## config.mk

```make
export PLATFORM = sky130hd
export DESIGN_NAME = literal_line_grep_unit
export DESIGN_NICKNAME = d
export VERILOG_FILES = /design/src/rtl/core/lglg_pkg.sv /design/src/rtl/core/lglg_cell.sv /design/src/rtl/core/lglg_window.sv /design/src/rtl/core/literal_line_grep_unit.sv
export SDC_FILE = /design/constraint.sdc
export NUM_CORES = 1
export LEC_CHECK = 0
export ABC_AREA = 0
export BUFFER_PORTS_ARGS = -buffer_cell sky130_fd_sc_hd__buf_2
export CAP_MARGIN = 30
export CORE_MARGIN = 4
export CORE_UTILIZATION = 37
export DETAILED_ROUTE_END_ITERATION = 10
export GPL_ROUTABILITY_DRIVEN = 0
export PLACE_DENSITY_LB_ADDON = 0.2
export SLEW_MARGIN = 20
export SYNTH_ARGS = -nofsm -noshare
export SYNTH_HDL_FRONTEND = slang
export SYNTH_SLANG_ARGS = --single-unit
```

## constraint.sdc

```tcl
create_clock -name clock -period 10.5 [get_ports clock]
set_input_delay 1.05 -clock clock [delete_from_list [all_inputs] [get_ports clock]]
set_output_delay 1.05 -clock clock [all_outputs]
set_load 0.03 [all_outputs]
```

## src/rtl/core/lglg_pkg.sv

```systemverilog
// Shared types and constants for the literal line grep unit.
// No dependencies; used by every module under rtl/core.
package lglg_pkg;

   localparam int LINE_MAX     = 63;
   localparam int PAT_MAX      = 16;
   localparam int RESULT_LIMIT = 64;
   localparam int LINE_IDX_W   = $clog2(LINE_MAX);
   localparam int PAT_IDX_W    = $clog2(PAT_MAX);
   localparam int PAT_LEN_W    = 5;

   localparam logic [7:0] NEWLINE = 8'h0A;

   // request op codes (req_tuser)
   localparam logic OP_DATA = 1'b0;
   localparam logic OP_END  = 1'b1;

   // configuration register indexes
   localparam logic [1:0] CSR_PAT_LOW  = 2'd0;
   localparam logic [1:0] CSR_PAT_HIGH = 2'd1;
   localparam logic [1:0] CSR_PAT_LEN  = 2'd2;

   typedef enum logic [1:0] {
      KIND_BYTE    = 2'd0,
      KIND_DROP    = 2'd1,
      KIND_SUMMARY = 2'd2
   } kind_type;

   typedef logic [PAT_MAX-1:0][7:0] pat_type;

   // control broadcast to the window chain
   typedef struct packed {
      logic       shift;
      logic       clear;
      logic [7:0] data;
   } win_ctl_type;

endpackage

```

## src/rtl/core/lglg_cell.sv

```systemverilog
// One window cell: holds one recent byte and compares its next value with
// the pattern byte that lines up with it. Depends on lglg_pkg.
module lglg_cell (
   input  logic                           clock,
   input  logic                           reset,
   input  logic                           shift,
   input  logic                           clear,
   input  logic [7:0]                     d_in,
   input  logic [lglg_pkg::PAT_IDX_W-1:0] cell_idx,
   input  lglg_pkg::pat_type              pat,
   input  logic [lglg_pkg::PAT_LEN_W-1:0] plen,
   output logic [7:0]                     q,
   output logic                           ok
);
   import lglg_pkg::*;

   logic [7:0]           byte_ff;
   logic [7:0]           byte_in;
   logic [PAT_LEN_W-1:0] sel;

   // cell i lines up with pattern byte plen-1-i
   assign sel = plen - PAT_LEN_W'(1) - PAT_LEN_W'(cell_idx);
   assign ok  = (PAT_LEN_W'(cell_idx) >= plen) || (d_in == pat[sel[PAT_IDX_W-1:0]]);

   always_comb begin
      byte_in = byte_ff;
      if (clear) begin
         byte_in = 8'h00;
      end else if (shift) begin
         byte_in = d_in;
      end
   end

   always_ff @(posedge clock) begin
      if (reset) begin
         byte_ff <= 8'h00;
      end else begin
         byte_ff <= byte_in;
      end
   end

   assign q = byte_ff;

endmodule

```

## src/rtl/core/lglg_window.sv

```systemverilog
// Chain of window cells holding the newest bytes of the current line.
// Depends on lglg_pkg and lglg_cell.
module lglg_window (
   input  logic                           clock,
   input  logic                           reset,
   input  lglg_pkg::win_ctl_type          ctl,
   input  lglg_pkg::pat_type              pat,
   input  logic [lglg_pkg::PAT_LEN_W-1:0] plen,
   output logic                           all_ok
);
   import lglg_pkg::*;

   logic [PAT_MAX-1:0][7:0] q;
   logic [PAT_MAX-1:0][7:0] d;
   logic [PAT_MAX-1:0]      ok;

   genvar i;
   generate
      for (i = 0; i < PAT_MAX; i++) begin : g_cell
         if (i == 0) begin : g_head
            assign d[i] = ctl.data;
         end else begin : g_link
            assign d[i] = q[i-1];
         end
         lglg_cell u_cell (
            .clock    (clock),
            .reset    (reset),
            .shift    (ctl.shift),
            .clear    (ctl.clear),
            .d_in     (d[i]),
            .cell_idx (PAT_IDX_W'(i)),
            .pat      (pat),
            .plen     (plen),
            .q        (q[i]),
            .ok       (ok[i])
         );
      end
   endgenerate

   assign all_ok = &ok;

endmodule

```

## src/rtl/core/literal_line_grep_unit.sv

```systemverilog
// Literal line grep top level: stream in, matching lines out.
// Depends on lglg_pkg and lglg_window (which uses lglg_cell).
//
// Bytes arrive one per req transaction (req_tuser = 0) and are cut into lines
// at newline. Each accepted data byte shifts into a chain of 16 window cells
// that compare against the configured pattern in that same cycle, and is
// written into a 63-byte line store. A newline on a matching line replays
// the line from the store, each stored byte through a registered single-port
// read and then a load into the output register, followed by the newline;
// a matching line longer than 63 bytes yields a single dropped transaction
// instead. An end-of-input transaction (req_tuser = 1) finishes a pending
// matching line the same way (newline appended; dropped if the line holds 63
// or more bytes), then emits one summary with any_match, and clears all line
// state so a new stream may follow. The line store needs no clearing pass.
// One item is worked at a time; req_tready is high whenever the unit is idle
// (no replay, drop or summary pending), even while the last result still
// waits in the output register. Each result stalls as long as rsp_tready is low.
// Configure the pattern via csr_* only while the unit is idle.
module literal_line_grep_unit (
   input  logic        clock,
   input  logic        reset,
   // configuration
   input  logic        csr_we,
   input  logic [1:0]  csr_index,
   input  logic [63:0] csr_wdata,
   // request stream
   input  logic        req_tvalid,
   output logic        req_tready,
   input  logic [7:0]  req_tdata,   // [7:0] in_byte
   input  logic        req_tuser,   // [0] op
   // response stream
   output logic        rsp_tvalid,
   input  logic        rsp_tready,
   output logic [15:0] rsp_tdata,   // [7:0] out_byte, [8] any_match, [15:9] zero
   output logic [1:0]  rsp_tuser,   // [1:0] kind
   output logic        rsp_tlast
);
   import lglg_pkg::*;

   typedef enum logic [2:0] {
      ST_IDLE,
      ST_READ,
      ST_SEND,
      ST_NEWLINE,
      ST_DROP,
      ST_SUMMARY
   } state_type;

   // configuration registers
   logic [63:0]          pat_low_ff;
   logic [63:0]          pat_high_ff;
   logic [PAT_LEN_W-1:0] pat_len_ff;
   pat_type              pat;

   always_ff @(posedge clock) begin
      if (reset) begin
         pat_low_ff  <= '0;
         pat_high_ff <= '0;
         pat_len_ff  <= PAT_LEN_W'(1);
      end else if (csr_we) begin
         case (csr_index)
            CSR_PAT_LOW:  pat_low_ff  <= csr_wdata;
            CSR_PAT_HIGH: pat_high_ff <= csr_wdata;
            CSR_PAT_LEN:  pat_len_ff  <= csr_wdata[PAT_LEN_W-1:0];
            default: ;
         endcase
      end
   end

   assign pat = {pat_high_ff, pat_low_ff};

   // control state
   state_type             state_ff,  state_in;
   logic [LINE_IDX_W-1:0] count_ff,  count_in;
   logic [LINE_IDX_W-1:0] rd_idx_ff, rd_idx_in;
   logic                  hit_ff,    hit_in;
   logic                  ovf_ff,    ovf_in;
   logic                  seen_ff,   seen_in;
   logic                  end_ff,    end_in;
   // output register
   logic                  rsp_valid_ff, rsp_valid_in;
   kind_type              rsp_kind_ff,  rsp_kind_in;
   logic [7:0]            rsp_byte_ff,  rsp_byte_in;
   logic                  rsp_last_ff,  rsp_last_in;
   logic                  rsp_any_ff,   rsp_any_in;

   // line store
   logic [7:0]            line_mem [LINE_MAX];
   logic [7:0]            mem_q_ff;

   logic                  accept;
   logic                  is_end;
   logic                  is_nl;
   logic                  is_data;
   logic                  out_free;
   logic                  room;
   logic [LINE_IDX_W-1:0] count_next;
   logic                  win_ok;
   logic                  plen_valid;
   logic                  match_now;
   logic                  fits;
   win_ctl_type           win_ctl;

   assign req_tready = (state_ff == ST_IDLE);
   assign accept     = req_tvalid && req_tready;
   assign is_end     = (req_tuser == OP_END);
   assign is_nl      = !is_end && (req_tdata == NEWLINE);
   assign is_data    = !is_end && !is_nl;
   assign out_free   = !rsp_valid_ff || rsp_tready;
   assign room       = (count_ff < LINE_IDX_W'(LINE_MAX));
   assign count_next = room ? count_ff + LINE_IDX_W'(1) : count_ff;

   assign win_ctl.shift = accept && is_data;
   assign win_ctl.clear = accept && !is_data;
   assign win_ctl.data  = req_tdata;

   lglg_window u_window (
      .clock  (clock),
      .reset  (reset),
      .ctl    (win_ctl),
      .pat    (pat),
      .plen   (pat_len_ff),
      .all_ok (win_ok)
   );

   assign plen_valid = (pat_len_ff != '0) && (pat_len_ff <= PAT_LEN_W'(PAT_MAX));
   assign match_now  = win_ok && plen_valid
                       && ({1'b0, count_next} >= (LINE_IDX_W+1)'(pat_len_ff));

   // end of input also needs room for the appended newline and the summary
   assign fits = is_end
                 ? (!ovf_ff && ((LINE_IDX_W+1)'(count_ff) <= (LINE_IDX_W+1)'(RESULT_LIMIT - 2)))
                 : !ovf_ff;

   always_ff @(posedge clock) begin
      if (accept && is_data && room) begin
         line_mem[count_ff] <= req_tdata;
      end
      if (state_ff == ST_READ) begin
         mem_q_ff <= line_mem[rd_idx_ff];
      end
   end

   always_comb begin
      state_in     = state_ff;
      count_in     = count_ff;
      rd_idx_in    = rd_idx_ff;
      hit_in       = hit_ff;
      ovf_in       = ovf_ff;
      seen_in      = seen_ff;
      end_in       = end_ff;
      rsp_valid_in = rsp_valid_ff && !rsp_tready;
      rsp_kind_in  = rsp_kind_ff;
      rsp_byte_in  = rsp_byte_ff;
      rsp_last_in  = rsp_last_ff;
      rsp_any_in   = rsp_any_ff;

      case (state_ff)
         ST_IDLE: begin
            if (accept) begin
               if (is_data) begin
                  count_in = count_next;
                  ovf_in   = ovf_ff || !room;
                  hit_in   = hit_ff || match_now;
               end else begin
                  end_in    = is_end;
                  rd_idx_in = '0;
                  hit_in    = 1'b0;
                  ovf_in    = 1'b0;
                  seen_in   = seen_ff || hit_ff;
                  if (hit_ff && fits) begin
                     state_in = ST_READ;
                  end else if (hit_ff) begin
                     state_in = ST_DROP;
                  end else if (is_end) begin
                     state_in = ST_SUMMARY;
                  end else begin
                     count_in = '0;
                  end
               end
            end
         end
         ST_READ: begin
            state_in = ST_SEND;
         end
         ST_SEND: begin
            if (out_free) begin
               rsp_valid_in = 1'b1;
               rsp_kind_in  = KIND_BYTE;
               rsp_byte_in  = mem_q_ff;
               rsp_last_in  = 1'b0;
               rsp_any_in   = 1'b0;
               rd_idx_in    = rd_idx_ff + LINE_IDX_W'(1);
               if ((LINE_IDX_W+1)'(rd_idx_ff) + (LINE_IDX_W+1)'(1)
                   == (LINE_IDX_W+1)'(count_ff)) begin
                  state_in = ST_NEWLINE;
               end else begin
                  state_in = ST_READ;
               end
            end
         end
         ST_NEWLINE, ST_DROP: begin
            if (out_free) begin
               rsp_valid_in = 1'b1;
               rsp_kind_in  = (state_ff == ST_DROP) ? KIND_DROP : KIND_BYTE;
               rsp_byte_in  = (state_ff == ST_DROP) ? 8'h00 : NEWLINE;
               rsp_last_in  = !end_ff;
               rsp_any_in   = 1'b0;
               count_in     = '0;
               state_in     = end_ff ? ST_SUMMARY : ST_IDLE;
            end
         end
         ST_SUMMARY: begin
            if (out_free) begin
               rsp_valid_in = 1'b1;
               rsp_kind_in  = KIND_SUMMARY;
               rsp_byte_in  = 8'h00;
               rsp_last_in  = 1'b1;
               rsp_any_in   = seen_ff;
               seen_in      = 1'b0;
               count_in     = '0;
               state_in     = ST_IDLE;
            end
         end
         default: begin
            state_in = ST_IDLE;
         end
      endcase
   end

   always_ff @(posedge clock) begin
      if (reset) begin
         state_ff     <= ST_IDLE;
         count_ff     <= '0;
         rd_idx_ff    <= '0;
         hit_ff       <= 1'b0;
         ovf_ff       <= 1'b0;
         seen_ff      <= 1'b0;
         end_ff       <= 1'b0;
         rsp_valid_ff <= 1'b0;
      end else begin
         state_ff     <= state_in;
         count_ff     <= count_in;
         rd_idx_ff    <= rd_idx_in;
         hit_ff       <= hit_in;
         ovf_ff       <= ovf_in;
         seen_ff      <= seen_in;
         end_ff       <= end_in;
         rsp_valid_ff <= rsp_valid_in;
      end
      rsp_kind_ff <= rsp_kind_in;
      rsp_byte_ff <= rsp_byte_in;
      rsp_last_ff <= rsp_last_in;
      rsp_any_ff  <= rsp_any_in;
   end

   assign rsp_tvalid = rsp_valid_ff;
   assign rsp_tdata  = {7'b0, rsp_any_ff, rsp_byte_ff};
   assign rsp_tuser  = rsp_kind_ff;
   assign rsp_tlast  = rsp_last_ff;

endmodule
```

== Yosys cells after proc, flatten, opt, wreduce, memory -nomap -nowiden ==
Memory sizes are Yosys's and may differ from the RTL's. A register that Yosys moved wholly into a read port is not among the register bits.
Cells that the tools add are included.

* Bits in registers: 285
* Bits in writable memories: 504
* Input port bits: 80
* Output and inout bits: 21
* Logic and storage cells: 269
* Memories: 1

* Add/subtract/negate cells: 19
* $lt $le $gt $ge: 36
* Eq/ne operators: 36
* Multiplexer cells: 81
* Bitwise logic cells: 1
* Reduce and logical (&&, ||, !) cells: 65

{| class="wikitable"
|+ Memories
! name !! words !! width !! read ports !! clocked after memory_dff !! wr ports !! RTL line !! text
|-
| line_mem || 63 || 8 || 1 || 1 || 1 || literal_line_grep_unit.sv:88 || <nowiki>logic [7:0] line_mem [LINE_MAX];</nowiki>
|}

{| class="wikitable"
|+ Operators by type and width
! kind !! count
|-
| $bmux W8 S4 || 16
|-
| $mux W8 || 19
|-
| $eq A8 B8 Y1 || 16
|-
| $lt A4 B5 Y1 const B || 16
|-
| $mux W6 || 10
|-
| $ge A4 B5 Y1 const A || 8
|-
| $sub A4 B4 Y4 const B || 8
|-
| $mux W3 || 9
|-
| $pmux W6 S2 || 2
|-
| $pmux W8 S3 || 1
|-
| $ge A3 B5 Y1 const A || 4
|-
| $logic_or A1 B1 Y1 || 20
|-
| $reduce_and A16 Y1 || 1
|-
| $sub A4 B3 Y4 const B || 4
|-
| $pmux W3 S5 || 1
|-
| $mux W1 || 14
|-
| $add A6 B1 Y6 const B || 2
|-
| $logic_and A1 B1 Y1 || 12
|-
| $reduce_and A4 Y1 || 3
|-
| $reduce_and A6 Y1 || 2
|-
| $ge A1 B5 Y1 const A || 2
|-
| $ge A2 B5 Y1 const A || 2
|-
| $eq A8 B4 Y1 const B || 1
|-
| $logic_not A1 Y1 || 8
|-
| other kinds (34) || 57
|}

== Longest topological paths before layout ==
Gate-level depths: netlist (run 1).

* Depth after elaboration: 11
* Mapped depth: 19
* Gate-level depth less buffers: 15

== Cells and area by module ==
Synthesis (run 1) repeated with hierarchy kept, for this count alone.

* Cell total of the unflattened synthesis: 4456
* Area total of the unflattened synthesis: 55059.1 sq um

{| class="wikitable"
|+ Modules (own cells, without submodules)
! module !! instances !! cells an instance !! area each (sq um)
|-
| lglg_cell || 16 || 169 || 1759.2
|-
| literal_line_grep_unit || 1 || 1745 || 26867.0
|-
| lglg_window || 1 || 7 || 45.0
|}

== Worst setup path after synthesis (run 1) ==
OpenSTA, ideal clock, no wires.

* Path type: register -> register
* Start: register pat_len_ff[0]
* End: register hit_ff
* Setup time: 0.084 ns
* Arrival: 3.954 ns
* Setup slack: 6.462 ns
* Stages on the path, launching flop included: 19
* Path buffers: 5
* Period minus slack after synthesis: 4.038 ns
* Cell sequence: dfxtp_1 -> buf_2 -> inv_2 -> buf_2 -> buf_2 -> ha_1 -> buf_2 -> buf_1 -> mux2i_1 -> mux2_2 -> mux2i_1 -> mux2i_1 -> xnor2_1 -> nor4_1 -> a21oi_1 -> or3_1 -> nor3_1 -> o22ai_1 -> o31ai_2

* Word-level cells in the longest chain between the ends: 11
* Elaborated cells between the ends (all ways): 105

{| class="wikitable"
|+ RTL lines
! element !! RTL line !! text
|-
| start: declaration || literal_line_grep_unit.sv:52 || <nowiki>logic [PAT_LEN_W-1:0] pat_len_ff;</nowiki>
|-
| start signal: assignment || literal_line_grep_unit.sv:64 || <nowiki>CSR_PAT_LEN: pat_len_ff <= csr_wdata[PAT_LEN_W-1:0];</nowiki>
|-
| $sub A4 B1 Y4 || lglg_cell.sv:22 || <nowiki>assign sel = plen - PAT_LEN_W'(1) - PAT_LEN_W'(cell_idx);</nowiki>
|-
| $sub A4 B4 Y4 (tied with other cells) || lglg_cell.sv:22 ||
|-
| $bmux W8 S4 || lglg_cell.sv:23 || <nowiki>assign ok = (PAT_LEN_W'(cell_idx) >= plen) || (d_in == pat[sel[PAT_IDX_W-1:0]]);</nowiki>
|-
| $mux W8 (implied by the code) || lglg_cell.sv:23 ||
|-
| $eq A8 B8 Y1 || lglg_cell.sv:23 ||
|-
| $logic_or A1 B1 Y1 || lglg_cell.sv:23 ||
|-
| $reduce_and A16 Y1 || lglg_window.sv:40 || <nowiki>assign all_ok = &ok;</nowiki>
|-
| $logic_and A1 B1 Y1 || literal_line_grep_unit.sv:127 || <nowiki>assign match_now = win_ok && plen_valid</nowiki>
|-
| $logic_and A1 B1 Y1 (*) || literal_line_grep_unit.sv:128 || <nowiki>&& ({1'b0, count_next} >= (LINE_IDX_W+1)'(pat_len_ff));</nowiki>
|-
| $logic_or A1 B1 Y1 (*) || literal_line_grep_unit.sv:164 || <nowiki>hit_in = hit_ff || match_now;</nowiki>
|-
| $mux W1 (*) || literal_line_grep_unit.sv:161 || <nowiki>if (is_data) begin</nowiki>
|-
| end signal: assignment || literal_line_grep_unit.sv:245 || <nowiki>hit_ff <= hit_in;</nowiki>
|-
| end: declaration || literal_line_grep_unit.sv:76 || <nowiki>logic hit_ff, hit_in;</nowiki>
|}

Every way passes the cells marked *; elsewhere a longest branch is shown, timed or not. The select of a mux whose other input is x is not followed.
A chain may end at the register's enable or synchronous reset.

== Final worst setup path (run 1) ==
Same ends and word-level chain as after synthesis.

==> summary.json, run 1 <==
{
  "synth_compound_gate_area_share": {"value": 5.30, "unit": "%"},
  "maxClockFrequency": {"value": 0.165, "unit": "GHz"},
  "cp_max_fo": {"value": 48},
  "sequence_of_cells_on_the_critical_path": {"value": "clkinv_2, ha_4, buf_4, mux2i_1, mux2i_1, and2_1, a211oi_1, xnor2_1, nor3_1, nand4_1, a221oi_1, o22ai_1, o31ai_2"},
  "irDropWorstVdd": {"value": 0.134, "unit": "mV"},
  "synth.mux.area_fraction": {"value": 23.2, "unit": "%"},
  "rsz0062_at_grt": {"value": "false"},
  "post_synth.cell_area_avg": {"value": 12.6, "unit": "um2"},
  "setup.reg_to_reg.worst_slack": {"value": 4.43, "unit": "ns"},
  "yosysWarnings": {"value": 0},
  "synth_enable_flop_cells": {"value": 524},
  "cp_slowest_stage_delay": {"value": 1.01, "unit": "ns"},
  "postSynthRegisterBits": {"value": 797},
  "number_of_i_o_pins": {"value": 101},
  "timing.final.crit_share": {"value": 57.8, "unit": "%"},
  "synth_fa_ha_area_share": {"value": 0.452, "unit": "%"},
  "max_slew_margin": {"value": 27.3, "unit": "%"},
  "setup-tns-final": {"value": 0, "unit": "ns"},
  "cp-start-kind": {"value": "flip-flop"},
  "die_w": {"value": 328, "unit": "um"},
  "cts.clk_slew.worst_paths": {"value": 0.07, "unit": "ns"},
  "p_switching": {"value": 2.18, "unit": "mW"},
  "routed_wirelength": {"value": 114000, "unit": "um"},
  "internal-power": {"value": 5.74, "unit": "mW"},
  "drive_above_1_share": {"value": 16.6, "unit": "%"},
  "worst-r2r-cell-count": {"value": 13},
  "cts-root-to-sink-buffers": {"value": 3},
  "antenna_violating_nets_post_route": {"value": 0},
  "initialDrtViolationCount": {"value": 2858},
  "maxSlewViolCount": {"value": 0},
  "post_dp_hpwl": {"value": 80900, "unit": "um"},
  "first_pass_iters": {"value": 6},
  "synth_area_leaders": {"value": "edfxtp_1, dfxtp_1, mux2i_1"},
  "cts_sinks": {"value": 797},
  "die-area": {"value": 108000, "unit": "um2"},
  "via_count": {"value": 24800},
  "hold_depth": {"value": 2},
  "post_route_clock_skew": {"value": 0.0483, "unit": "ns"},
  "port-buffer-count": {"value": 93},
  "cell_area_after_synthesis": {"value": 38000, "unit": "um2"},
  "critical_path_depth": {"value": 13},
  "clock_insertion_delay_worst_skew": {"value": 0.68, "unit": "ns"},
  "grt_start_max_net_pins": {"value": 89},
  "p_seq_share": {"value": 44.3, "unit": "%"},
  "finalNetCount": {"value": 3121},
  "core": {"value": 102000, "unit": "um2"},
  "power.share.switching": {"value": 27.6, "unit": "%"},
  "outcome": {"value": "finished clean"},
  "dominant_combinational_cell_family_by_area_after_synthesis": {"value": "multiplexers"},
  "post-route-drc-count": {"value": 0},
  "cp.required": {"value": 11.09, "unit": "ns"},
  "antenna_found_initial": {"value": 12},
  "period_minus_slack": {"value": 6.07, "unit": "ns"},
  "first_global_vias": {"value": 24000},
  "synthXorXnorAreaFrac": {"value": 3.52, "unit": "%"},
  "drv.max_cap_violation_count": {"value": 0},
  "path_class": {"value": "flip-flop to flip-flop"},
  "power.leakage": {"value": 14.9, "unit": "nW"},
  "finalHoldViolCount": {"value": 0},
  "critPathBufInv": {"value": 2},
  "cts_tree": {"value": "done"},
  "synth_cell_type_count": {"value": 70},
  "timing.critical_path.to_type": {"value": "flip-flop"},
  "global_route_wire_length_before_repair": {"value": 166000, "unit": "um"},
  "timing.final.setup_violations": {"value": 0},
  "netlist.top_cell.by_area": {"value": "edfxtp_1"},
  "netlist.area_leader.share": {"value": 41.5, "unit": "%"},
  "cp_common_cell": {"value": "mux2i_1"},
  "timing.critical_path.slowest_stage_cell": {"value": "ha_4"},
  "worstHoldPathType": {"value": "flip-flop to flip-flop"},
  "cts-htree-levels": {"value": 3},
  "cts.repair.resized": {"value": 0},
  "initial_core_util": {"value": 37.3, "unit": "%"},
  "combinational_power_share": {"value": 15.2, "unit": "%"},
  "cts_made_buffers": {"value": 89},
  "synth-simple-area-share": {"value": 9.02, "unit": "%"},
  "grt.total_usage": {"value": 20.8, "unit": "%"},
  "syn_to_final_growth": {"value": 12.8, "unit": "%"},
  "power.density": {"value": 185, "unit": "nW/um2"},
  "floorplan.rows": {"value": 117},
  "worst-endpoint-arrival": {"value": 6.66, "unit": "ns"},
  "asyncSetResetFlopFracSynth": {"value": 0, "unit": "%"},
  "synthesized_instance_count": {"value": 3003},
  "routed_via_density": {"value": 5.54},
  "wl_per_cell": {"value": 25.4, "unit": "um"},
  "dieHeight": {"value": 328, "unit": "um"},
  "stdcell_area": {"value": 42800, "unit": "um2"},
  "post_dp_cell_area": {"value": 39700, "unit": "um2"},
  "setup_bufs_post_cts": {"value": 0},
  "number_of_buffers_inserted_for_hold_repair_after_clock_tree_synthesis": {"value": 0},
  "path_delay_family": {"value": "compound AO/OA/AOI/OAI gates"},
  "grt_overflow_total": {"value": 0},
  "max_slew.worst_pin.slew": {"value": 1.09, "unit": "ns"},
  "root_buffer": {"value": "clkbuf_16"},
  "most_used_dff_post_synth": {"value": "edfxtp_1"},
  "power_frac_clock": {"value": 40.6, "unit": "%"},
  "ys_seq_area_share": {"value": 55.9, "unit": "%"}
}
## kinds of logic (layout without fill, tap and decap cells)
kind of cell,after synthesis,in the layout
adders and majority gates,14,14
and+or+nand+nor,807,807
DFF,797,797
muxes,654,654
AOI/OAI and AO/OA,366,366
buffers and inverters,222,314
xor gates and xnor gates,142,142
other,1,11
## through the flow
step                worst slack [ns]  power, mW  utilization (%)  instances  hold slack, ns
finish                          4.43       7.92             42.1       4473           0.450
global route                    4.19       8.21             42.1       4470           0.492
CTS                             4.64       7.97             42.0       4466           0.462
detailed placement              4.60       4.76             39.0       4303           0.461
global placement                4.67       4.74             38.9       4300           0.457
floorplan                       6.46       4.33                -       3009           0.437
## placed cells by master (no fill, tap or decap), drive strengths merged, types with 83 or more instances in the layout
cell type / n
mux2i: 443
buf: 141
mux4: 178
dfxtp: 273
nor2: 115
xnor2: 83
a21oi: 283
edfxtp: 524
clkbuf: 118
nand2: 543
## per-layer routing
| metal | wire (um) | global-route usage (%) | vias up |
|---|---|---|---|
| li1 | - | - | 11100 |
| met1 | 51500 | 30.8 | 12600 |
| met2 | 51200 | 31.9 | 927 |
| met3 | 8680 | 3.76 | 152 |
| met4 | 2330 | 4.82 | 0 |
| met5 | 0 | 0 | - |
## flip-flops by register name (all words and copies together) (netlist names), 2 cells and up
name                      flops
count_ff                      6
u_window.g_cell.u_cell.q    120
rd_idx_ff                     6
rsp_byte_ff                   8
mem_q_ff                      8
line_mem                    504
state_ff                      3
pat_len_ff                    5
rsp_tuser                     2
pat_low_ff                   64
pat_high_ff                  64
## area by class of cell
| class | count | area, um2 |
|---|---|---|
| flip-flops and latches | 797 | 21200 |
| repair buffers | 141 | 933 |
| multi-input cells | 1990 | 15800 |
| clock buffers | 118 | 2470 |
| diodes | 4 | 10.0 |
| fillers | 9367 | 58900 |
| well taps | 1368 | 1710 |
| clock inverters | 45 | 577 |
| inverters | 10 | 38.8 |
## Yosys cell counts (5+ instances only)
library cell and instances:
nor2b_1 9, nand2_1 542, nand3b_1 7, a21oi_1 283, ha_1 12, a22oi_1 8
o21ai_0 24, inv_1 8, nand4_1 14, nor2_1 114, buf_4 20, clkbuf_1 122
mux2_2 33, a211oi_1 5, dfxtp_1 273, and3_1 10, nand2b_1 8, o21a_1 10
or3_1 8, edfxtp_1 524, and2_1 11, xor2_1 58, nor3_1 29, buf_2 32
nand3_1 14, buf_1 33, mux4_2 178, a21boi_0 5, xnor2_1 76, xnor2_2 5
nor4_1 20, mux2i_1 443, buf_6 5
## tightest hold or removal path: cells and delay by family, from the launching register on
family           cells  cell delay, ns
AO/OA/AOI/OAI        1            0.05
AND/OR/NAND/NOR      1            0.06
flip-flops           1            0.33
## power by group through the flow
| stage | sequential [mW] | combinational (mW) | clock, mW |
|---|---|---|---|
| final | 3.51 | 1.20 | 3.21 |
| after global routing | 3.52 | 1.28 | 3.41 |
| after CTS | 3.52 | 1.18 | 3.27 |
| after detailed placement | 3.59 | 1.17 | 0 |
| after global placement | 3.59 | 1.15 | 0 |
| after floorplan | 3.57 | 0.759 | 0 |
## path summary, 6_finish.rpt
| check | startpoint | to |
|---|---|---|
| worst max-delay path | pat_len_ff[0] | hit_ff |
| worst min-delay path | u_window.g_cell[13].u_cell.q[7] | u_window.g_cell[14].u_cell.q[7] |
| worst max register to register | pat_len_ff[0] | hit_ff |
| worst min register to register | u_window.g_cell[13].u_cell.q[7] | u_window.g_cell[14].u_cell.q[7] |
(Power assumes the default switching activity.)
==> run 2, diff against run 1 <==
- clock period: 10.5 -> 6.2 ns (I/O delays scaled with it)
==> summary.json, run 2 (synthesized netlist as in run 1, its figures left out) <==
{
  "number_of_i_o_pins": {"value": 101, "change": "unchanged"},
  "die-area": {"value": 108000, "unit": "um2", "change": "unchanged"},
  "initial_core_util": {"value": 37.3, "unit": "%", "change": "unchanged"},
  "cts_sinks": {"value": 797, "change": "unchanged"},
  "timing.final.crit_share": {"value": 87.7, "unit": "%", "change": "+30 points"},
  "hold-worst-slack": {"value": 0.210, "unit": "ns", "change": "-0.240 ns"},
  "routed_wirelength": {"value": 114000, "unit": "um", "change": "+0.28%"},
  "irDropWorstVdd": {"value": 0.297, "unit": "mV", "change": "+120%"},
  "combinational_power_share": {"value": 15.0, "unit": "%", "change": "-0.2 points"},
  "first_pass_iters": {"value": 6, "change": "unchanged"},
  "max_slew_margin": {"value": 31.1, "unit": "%", "change": "+3.8 points"},
  "grt_start_max_net_pins": {"value": 107, "change": "+20%"},
  "worst-endpoint-arrival": {"value": 6.01, "unit": "ns", "change": "-0.65 ns"},
  "port-buffer-count": {"value": 93, "change": "unchanged"},
  "antenna_found_initial": {"value": 6, "change": "-6"},
  "post_dp_hpwl": {"value": 81900, "unit": "um", "change": "+1.3%"},
  "post-route-drc-count": {"value": 0, "change": "unchanged"},
  "global_route_wire_length_before_repair": {"value": 165000, "unit": "um", "change": "-0.35%"},
  "cts-root-to-sink-buffers": {"value": 3, "change": "unchanged"},
  "critPathBufInv": {"value": 2, "change": "unchanged"},
  "finalNetCount": {"value": 3116, "change": "-0.16%"},
  "grt_overflow_total": {"value": 0, "change": "unchanged"},
  "top_library_cells_by_usage_in_the_layout_fill_and_taps_aside": {"value": "nand2_1, edfxtp_1, mux2i_1"},
  "initialDrtViolationCount": {"value": 2621, "change": "-8.3%"},
  "period_minus_slack": {"value": 5.44, "unit": "ns", "change": "-0.632 ns"},
  "floorplan.rows": {"value": 117, "change": "unchanged"},
  "outcome": {"value": "finished clean"},
  "max_slew.worst_pin.slew": {"value": 1.03, "unit": "ns", "change": "-0.0555 ns"},
  "first_global_vias": {"value": 24000, "change": "+0.050%"},
  "cp_slowest_stage_delay": {"value": 0.69, "unit": "ns", "change": "-0.32 ns"},
  "p_switching": {"value": 3.63, "unit": "mW", "change": "+66%"},
  "power_frac_clock": {"value": 39.5, "unit": "%", "change": "-1.1 points"},
  "die_w": {"value": 328, "unit": "um", "change": "unchanged"},
  "maxSlewViolCount": {"value": 0, "change": "unchanged"},
  "layout_commonest_cell": {"value": "nand2_1"},
  "largest_reg_flops": {"value": 504, "change": "unchanged"},
  "fillers": {"value": 9349, "change": "-0.19%"},
  "number_of_buffers_inserted_for_hold_repair_after_clock_tree_synthesis": {"value": 0, "change": "unchanged"},
  "cts-htree-levels": {"value": 3, "change": "unchanged"},
  "final-seq-area": {"value": 21200, "unit": "um2", "change": "unchanged"},
  "clock_insertion_delay_worst_skew": {"value": 0.67, "unit": "ns", "change": "about the same"},
  "cts_tree": {"value": "done"},
  "syn_to_final_growth": {"value": 12.4, "unit": "%"},
  "worstHoldPathType": {"value": "primary input to flip-flop"},
  "cp_max_fo": {"value": 14, "change": "-71%"},
  "power.share.switching": {"value": 27.6, "unit": "%", "change": "+0.066 points"},
  "multi_input_area": {"value": 15800, "unit": "um2", "change": "about the same"},
  "setup_bufs_post_cts": {"value": 0, "change": "unchanged"},
  "via_count": {"value": 24900, "change": "+0.46%"},
  "timing.critical_path.to_type": {"value": "flip-flop"},
  "cp.required": {"value": 6.77, "unit": "ns", "change": "-4.32 ns"},
  "drive_above_1_share": {"value": 16.5, "unit": "%", "change": "-0.14 points"},
  "sequence_of_cells_on_the_critical_path": {"value": "inv_1, ha_1, xnor2_4, a31oi_1, xnor2_2, buf_4, mux2i_1, xor2_1, nor4_1, a21oi_1, nor3_1, o211ai_1, o31ai_2"},
  "drv.max_cap_violation_count": {"value": 0, "change": "unchanged"},
  "post_route_clock_skew": {"value": 0.0387, "unit": "ns", "change": "-0.00960 ns"},
  "antenna_violating_nets_post_route": {"value": 0, "change": "unchanged"},
  "p_seq_share": {"value": 45.5, "unit": "%", "change": "+1.2 points"},
  "timing.critical_path.slowest_stage_cell": {"value": "dfxtp_1"},
  "power.leakage": {"value": 14.8, "unit": "nW", "change": "-0.50%"},
  "cts_made_buffers": {"value": 85, "change": "-4.5%"},
  "root_buffer": {"value": "clkbuf_16"},
  "finalHoldViolCount": {"value": 0, "change": "unchanged"},
  "path_delay_family": {"value": "XOR/XNOR gates"},
  "wl_per_cell": {"value": 25.5, "unit": "um", "change": "+0.41%"},
  "internal-power": {"value": 9.51, "unit": "mW", "change": "+66%"},
  "dieHeight": {"value": 328, "unit": "um", "change": "unchanged"},
  "setup-tns-final": {"value": 0, "unit": "ns", "change": "unchanged"},
  "power.density": {"value": 308, "unit": "nW/um2", "change": "+66%"},
  "rsz0062_at_grt": {"value": "false"},
  "core": {"value": 102000, "unit": "um2", "change": "unchanged"},
  "routed_via_density": {"value": 5.58, "change": "+0.59%"},
  "grt.total_usage": {"value": 20.8, "unit": "%", "change": "about the same"},
  "maxClockFrequency": {"value": 0.184, "unit": "GHz", "change": "+12%"},
  "path_class": {"value": "flip-flop to flip-flop"},
  "largest_register_by_flop_count": {"value": "line_mem"},
  "cts.clk_slew.worst_paths": {"value": 0.08, "unit": "ns", "change": "about the same"},
  "timing.final.setup_violations": {"value": 0, "change": "unchanged"},
  "cts.repair.resized": {"value": 0, "change": "unchanged"},
  "cp-start-kind": {"value": "flip-flop"}
}
run 2: cell count changes in the layout (fill, tap and decap cells not counted), moves of 2 or more:
cell	before	now
buf_4	43	38
diode_2	4	2
clkinv_2	10	14
clkbuf_8	11	7
clkinvlp_4	1	3
clkbuf_16	90	86
run 2: tightest hold or removal path: stages:
cell and delay [ns]:
buf_2 0.10, nand2_1 0.05, a21oi_1 0.05
run 2: layout make-up:
| type | instances | area share (%) |
|---|---|---|
| Sequential cell | 797 | 49.7 |
| Timing Repair Buffer | 140 | 2.25 |
| Inverter | 10 | 0.0909 |
| Multi-Input combinational cell | 1990 | 37.2 |
| Clock buffer | 111 | 5.43 |
| Tap cell | 1368 | 4.01 |
| Clock inverter | 49 | 1.32 |
| Antenna cell | 2 | 0.0117 |
run 2: worst paths after layout:
kind	startpoint	to	slack, ns	depth (start not counted)
worst min-delay path	csr_wdata[48]	pat_high_ff[48]	0.21	3
worst max-delay path	pat_len_ff[1]	hit_ff	0.76	13
worst max register to register	pat_len_ff[1]	hit_ff	0.76	13
worst min register to register	u_window.g_cell[14].u_cell.q[7]	u_window.g_cell[14].u_cell.q[7]	0.47	2
run 2: per-stage QoR:
step                total power [mW]  std cells  util [%]  setup slack, ns  area [um2]
floorplan                       7.33       3009         -             2.16       38000
global placement                8.01       4297      38.9             1.04       39600
detailed placement              8.04       4301      39.0            0.967       39700
CTS                             13.2       4461      41.8            0.920       42600
global route                    13.6       4465      41.9            0.641       42600
finish                          13.1       4467      41.9            0.763       42700
run 2: layer usage:
| layer | vias up | track usage (%) | wire, um |
|---|---|---|---|
| met5 | - | 0 | 16 |
| met2 | 883 | 30.1 | 48900 |
| met1 | 12800 | 32.0 | 54200 |
| met3 | 145 | 3.81 | 8260 |
| li1 | 11100 | - | - |
| met4 | 2 | 5.55 | 2730 |
run 2: power by group through the flow:
stage,logic [mW],registers (mW),clock network [mW]
floorplan,1.29,6.04,0
global placement,1.91,6.10,0
detailed placement,1.94,6.10,0
CTS,1.95,5.99,5.31
global route,2.10,6.00,5.53
finish,1.97,5.98,5.20
==> run 3, diff against run 2 <==
- CORE_UTILIZATION: 37 -> 30
- PLACE_DENSITY: unset -> 0.46
- PLACE_DENSITY_LB_ADDON: 0.2 -> unset
- SLEW_MARGIN: 20 -> unset
==> summary.json, run 3 (synthesized netlist as in run 1, its figures left out) <==
{
  "outcome": {"value": "finished clean"},
  "period_minus_slack": {"value": 5.27, "unit": "ns", "change": "-0.168 ns"},
  "die_w": {"value": 364, "unit": "um", "change": "+11%"},
  "dieHeight": {"value": 364, "unit": "um", "change": "+11%"},
  "cts_sinks": {"value": 797, "change": "unchanged"},
  "cts_tree": {"value": "done"},
  "root_buffer": {"value": "clkbuf_16"},
  "fin_cells": {"value": 4750, "change": "+6.3%"},
  "numPlacedInstances": {"value": 4588, "change": "+6.7%"},
  "cts.repair.resized": {"value": 0, "change": "unchanged"},
  "routed_via_density": {"value": 5.08, "change": "-8.9%"},
  "slack_of_the_critical_path": {"value": 0.930, "unit": "ns", "change": "+0.168 ns"},
  "power.density": {"value": 309, "unit": "nW/um2", "change": "+0.42%"},
  "drive_above_1_share": {"value": 16.6, "unit": "%", "change": "+0.092 points"},
  "drv.max_cap_violation_count": {"value": 0, "change": "unchanged"},
  "die-area": {"value": 132000, "unit": "um2", "change": "+23%"},
  "routed_wirelength": {"value": 119000, "unit": "um", "change": "+4.5%"},
  "cp-start-kind": {"value": "flip-flop"},
  "timing.final.crit_share": {"value": 85.0, "unit": "%", "change": "-2.7 points"},
  "initial_core_util": {"value": 30.2, "unit": "%", "change": "-7.1 points"},
  "initialDrtViolationCount": {"value": 2185, "change": "-17%"},
  "groute.layer.met3.usage": {"value": 2.98, "unit": "%", "change": "-0.83 points"},
  "maxSlewViolCount": {"value": 0, "change": "unchanged"},
  "max_slew.worst_pin.slew": {"value": 0.991, "unit": "ns", "change": "-0.0421 ns"},
  "number_of_i_o_pins": {"value": 101, "change": "unchanged"},
  "largest_reg_flops": {"value": 504, "change": "unchanged"},
  "first_pass_iters": {"value": 5, "change": "-1"},
  "core": {"value": 126000, "unit": "um2", "change": "+23%"},
  "rsz0062_at_grt": {"value": "false"},
  "antenna_found_initial": {"value": 10, "change": "+4"},
  "post-route-drc-count": {"value": 0, "change": "unchanged"},
  "cts-root-to-sink-buffers": {"value": 3, "change": "unchanged"},
  "maxClockFrequency": {"value": 0.190, "unit": "GHz", "change": "+3.2%"},
  "cts-htree-levels": {"value": 3, "change": "unchanged"},
  "timing.final.setup_violations": {"value": 0, "change": "unchanged"},
  "setup_bufs_post_cts": {"value": 0, "change": "unchanged"},
  "post_dp_hpwl": {"value": 84300, "unit": "um", "change": "+2.9%"},
  "cp.required": {"value": 6.82, "unit": "ns", "change": "+0.05 ns"},
  "path_class": {"value": "flip-flop to flip-flop"},
  "clock_insertion_delay_worst_skew": {"value": 0.70, "unit": "ns", "change": "+0.03 ns"},
  "port-buffer-count": {"value": 93, "change": "unchanged"},
  "top_library_cells_by_usage_in_the_layout_fill_and_taps_aside": {"value": "nand2_1, edfxtp_1, mux2i_1"},
  "max_slew_margin": {"value": 33.9, "unit": "%", "change": "+2.8 points"},
  "floorplan.rows": {"value": 130, "change": "+11%"},
  "grt_overflow_total": {"value": 0, "change": "unchanged"},
  "grtUsageMet2": {"value": 29.1, "unit": "%", "change": "-1.0 points"},
  "global_route_wire_length_before_repair": {"value": 172000, "unit": "um", "change": "+4.1%"},
  "hold-worst-slack": {"value": 0.178, "unit": "ns", "change": "-0.0321 ns"},
  "worst_case_setup_slack_after_placement": {"value": 0.960, "unit": "ns", "change": "-0.00698 ns"},
  "setup-tns-final": {"value": 0, "unit": "ns", "change": "unchanged"},
  "cts.clk_slew.worst_paths": {"value": 0.06, "unit": "ns", "change": "-0.02 ns"},
  "timing.critical_path.to_type": {"value": "flip-flop"},
  "largest_register_by_flop_count": {"value": "line_mem"},
  "grt.total_usage": {"value": 17.9, "unit": "%", "change": "-2.9 points"},
  "global_route_hottest_layer": {"value": "met2"},
  "via_count": {"value": 24100, "change": "-3.1%"},
  "worstHoldPathType": {"value": "primary input to flip-flop"},
  "syn_to_final_growth": {"value": 13.4, "unit": "%"},
  "finalHoldViolCount": {"value": 0, "change": "unchanged"},
  "antenna_violating_nets_post_route": {"value": 0, "change": "unchanged"},
  "power.leakage": {"value": 14.9, "unit": "nW", "change": "+0.25%"},
  "cp_max_fo": {"value": 56, "change": "+42"},
  "irDropWorstVdd": {"value": 0.277, "unit": "mV", "change": "-6.8%"},
  "gr-usage-met1": {"value": 24.9, "unit": "%", "change": "-7.1 points"},
  "grt_start_max_net_pins": {"value": 102, "change": "-4.7%"},
  "finalNetCount": {"value": 3120, "change": "+0.13%"},
  "post_route_clock_skew": {"value": 0.0295, "unit": "ns", "change": "-0.00927 ns"},
  "cts_made_buffers": {"value": 88, "change": "+3.5%"},
  "first_global_vias": {"value": 23600, "change": "-1.7%"},
  "wl_per_cell": {"value": 25.1, "unit": "um", "change": "-1.7%"},
  "layout_commonest_cell": {"value": "nand2_1"},
  "worst-endpoint-arrival": {"value": 5.89, "unit": "ns", "change": "-0.12 ns"},
  "number_of_buffers_inserted_for_hold_repair_after_clock_tree_synthesis": {"value": 0, "change": "unchanged"}
}
[run 3: through the flow]
step / instance area (um2) / power [mW] / util, %
CTS: 43000 / 13.5 / 34.3
finish: 43000 / 13.3 / 34.3
detailed placement: 40100 / 8.06 / 31.9
global route: 43000 / 13.8 / 34.3
global placement: 40000 / 8.06 / 31.9
floorplan: 38000 / 7.33 / -
[run 3: final cells by class]
cell class                 count  area, um2
fill                       12400      82500
timing repair buffer         141        908
clock buffer                 119       2450
inverter                      10       38.8
tap                         1650       2060
clock inverter                41        519
sequential                   797      21200
antenna                        2       5.00
multi-input combinational   1990      15800
[run 3: worst paths after layout]
check        cells after the start  slack [ns]                         endpoint                       startpoint
min reg2reg                      2        0.47  u_window.g_cell[14].u_cell.q[7]  u_window.g_cell[14].u_cell.q[7]
max reg2reg                     14        0.93                           hit_ff                    pat_len_ff[1]
max                             14        0.93                           hit_ff                    pat_len_ff[1]
min                              3        0.18                   pat_low_ff[47]                    csr_wdata[47]
[run 3: worst max-delay path, cell delays in order, from the launching register on]
cell and delay, ns:
dfxtp_1 0.70, inv_1 0.41, ha_4 0.68, buf_4 0.78, mux2i_1 0.21, mux2_2 0.33
mux2i_1 0.23, mux2i_1 0.13, xnor2_1 0.18, nor4_1 0.31, a21oi_1 0.15, or3_1 0.43
nor3_1 0.20, o22ai_1 0.12, o31ai_2 0.23
[run 3: power by group]
group | internal, mW | switching [mW]
Clock | 3.17 | 2.23
Sequential | 5.81 | 0.174
Combinational | 0.685 | 1.25
[run 3: metal layers]
metal | up-vias | part of all wire, %
li1 | 11100 | -
met1 | 12300 | 46
met3 | 137 | 4.9
met2 | 637 | 47
met4 | 0 | 2.4
met5 | - | 0
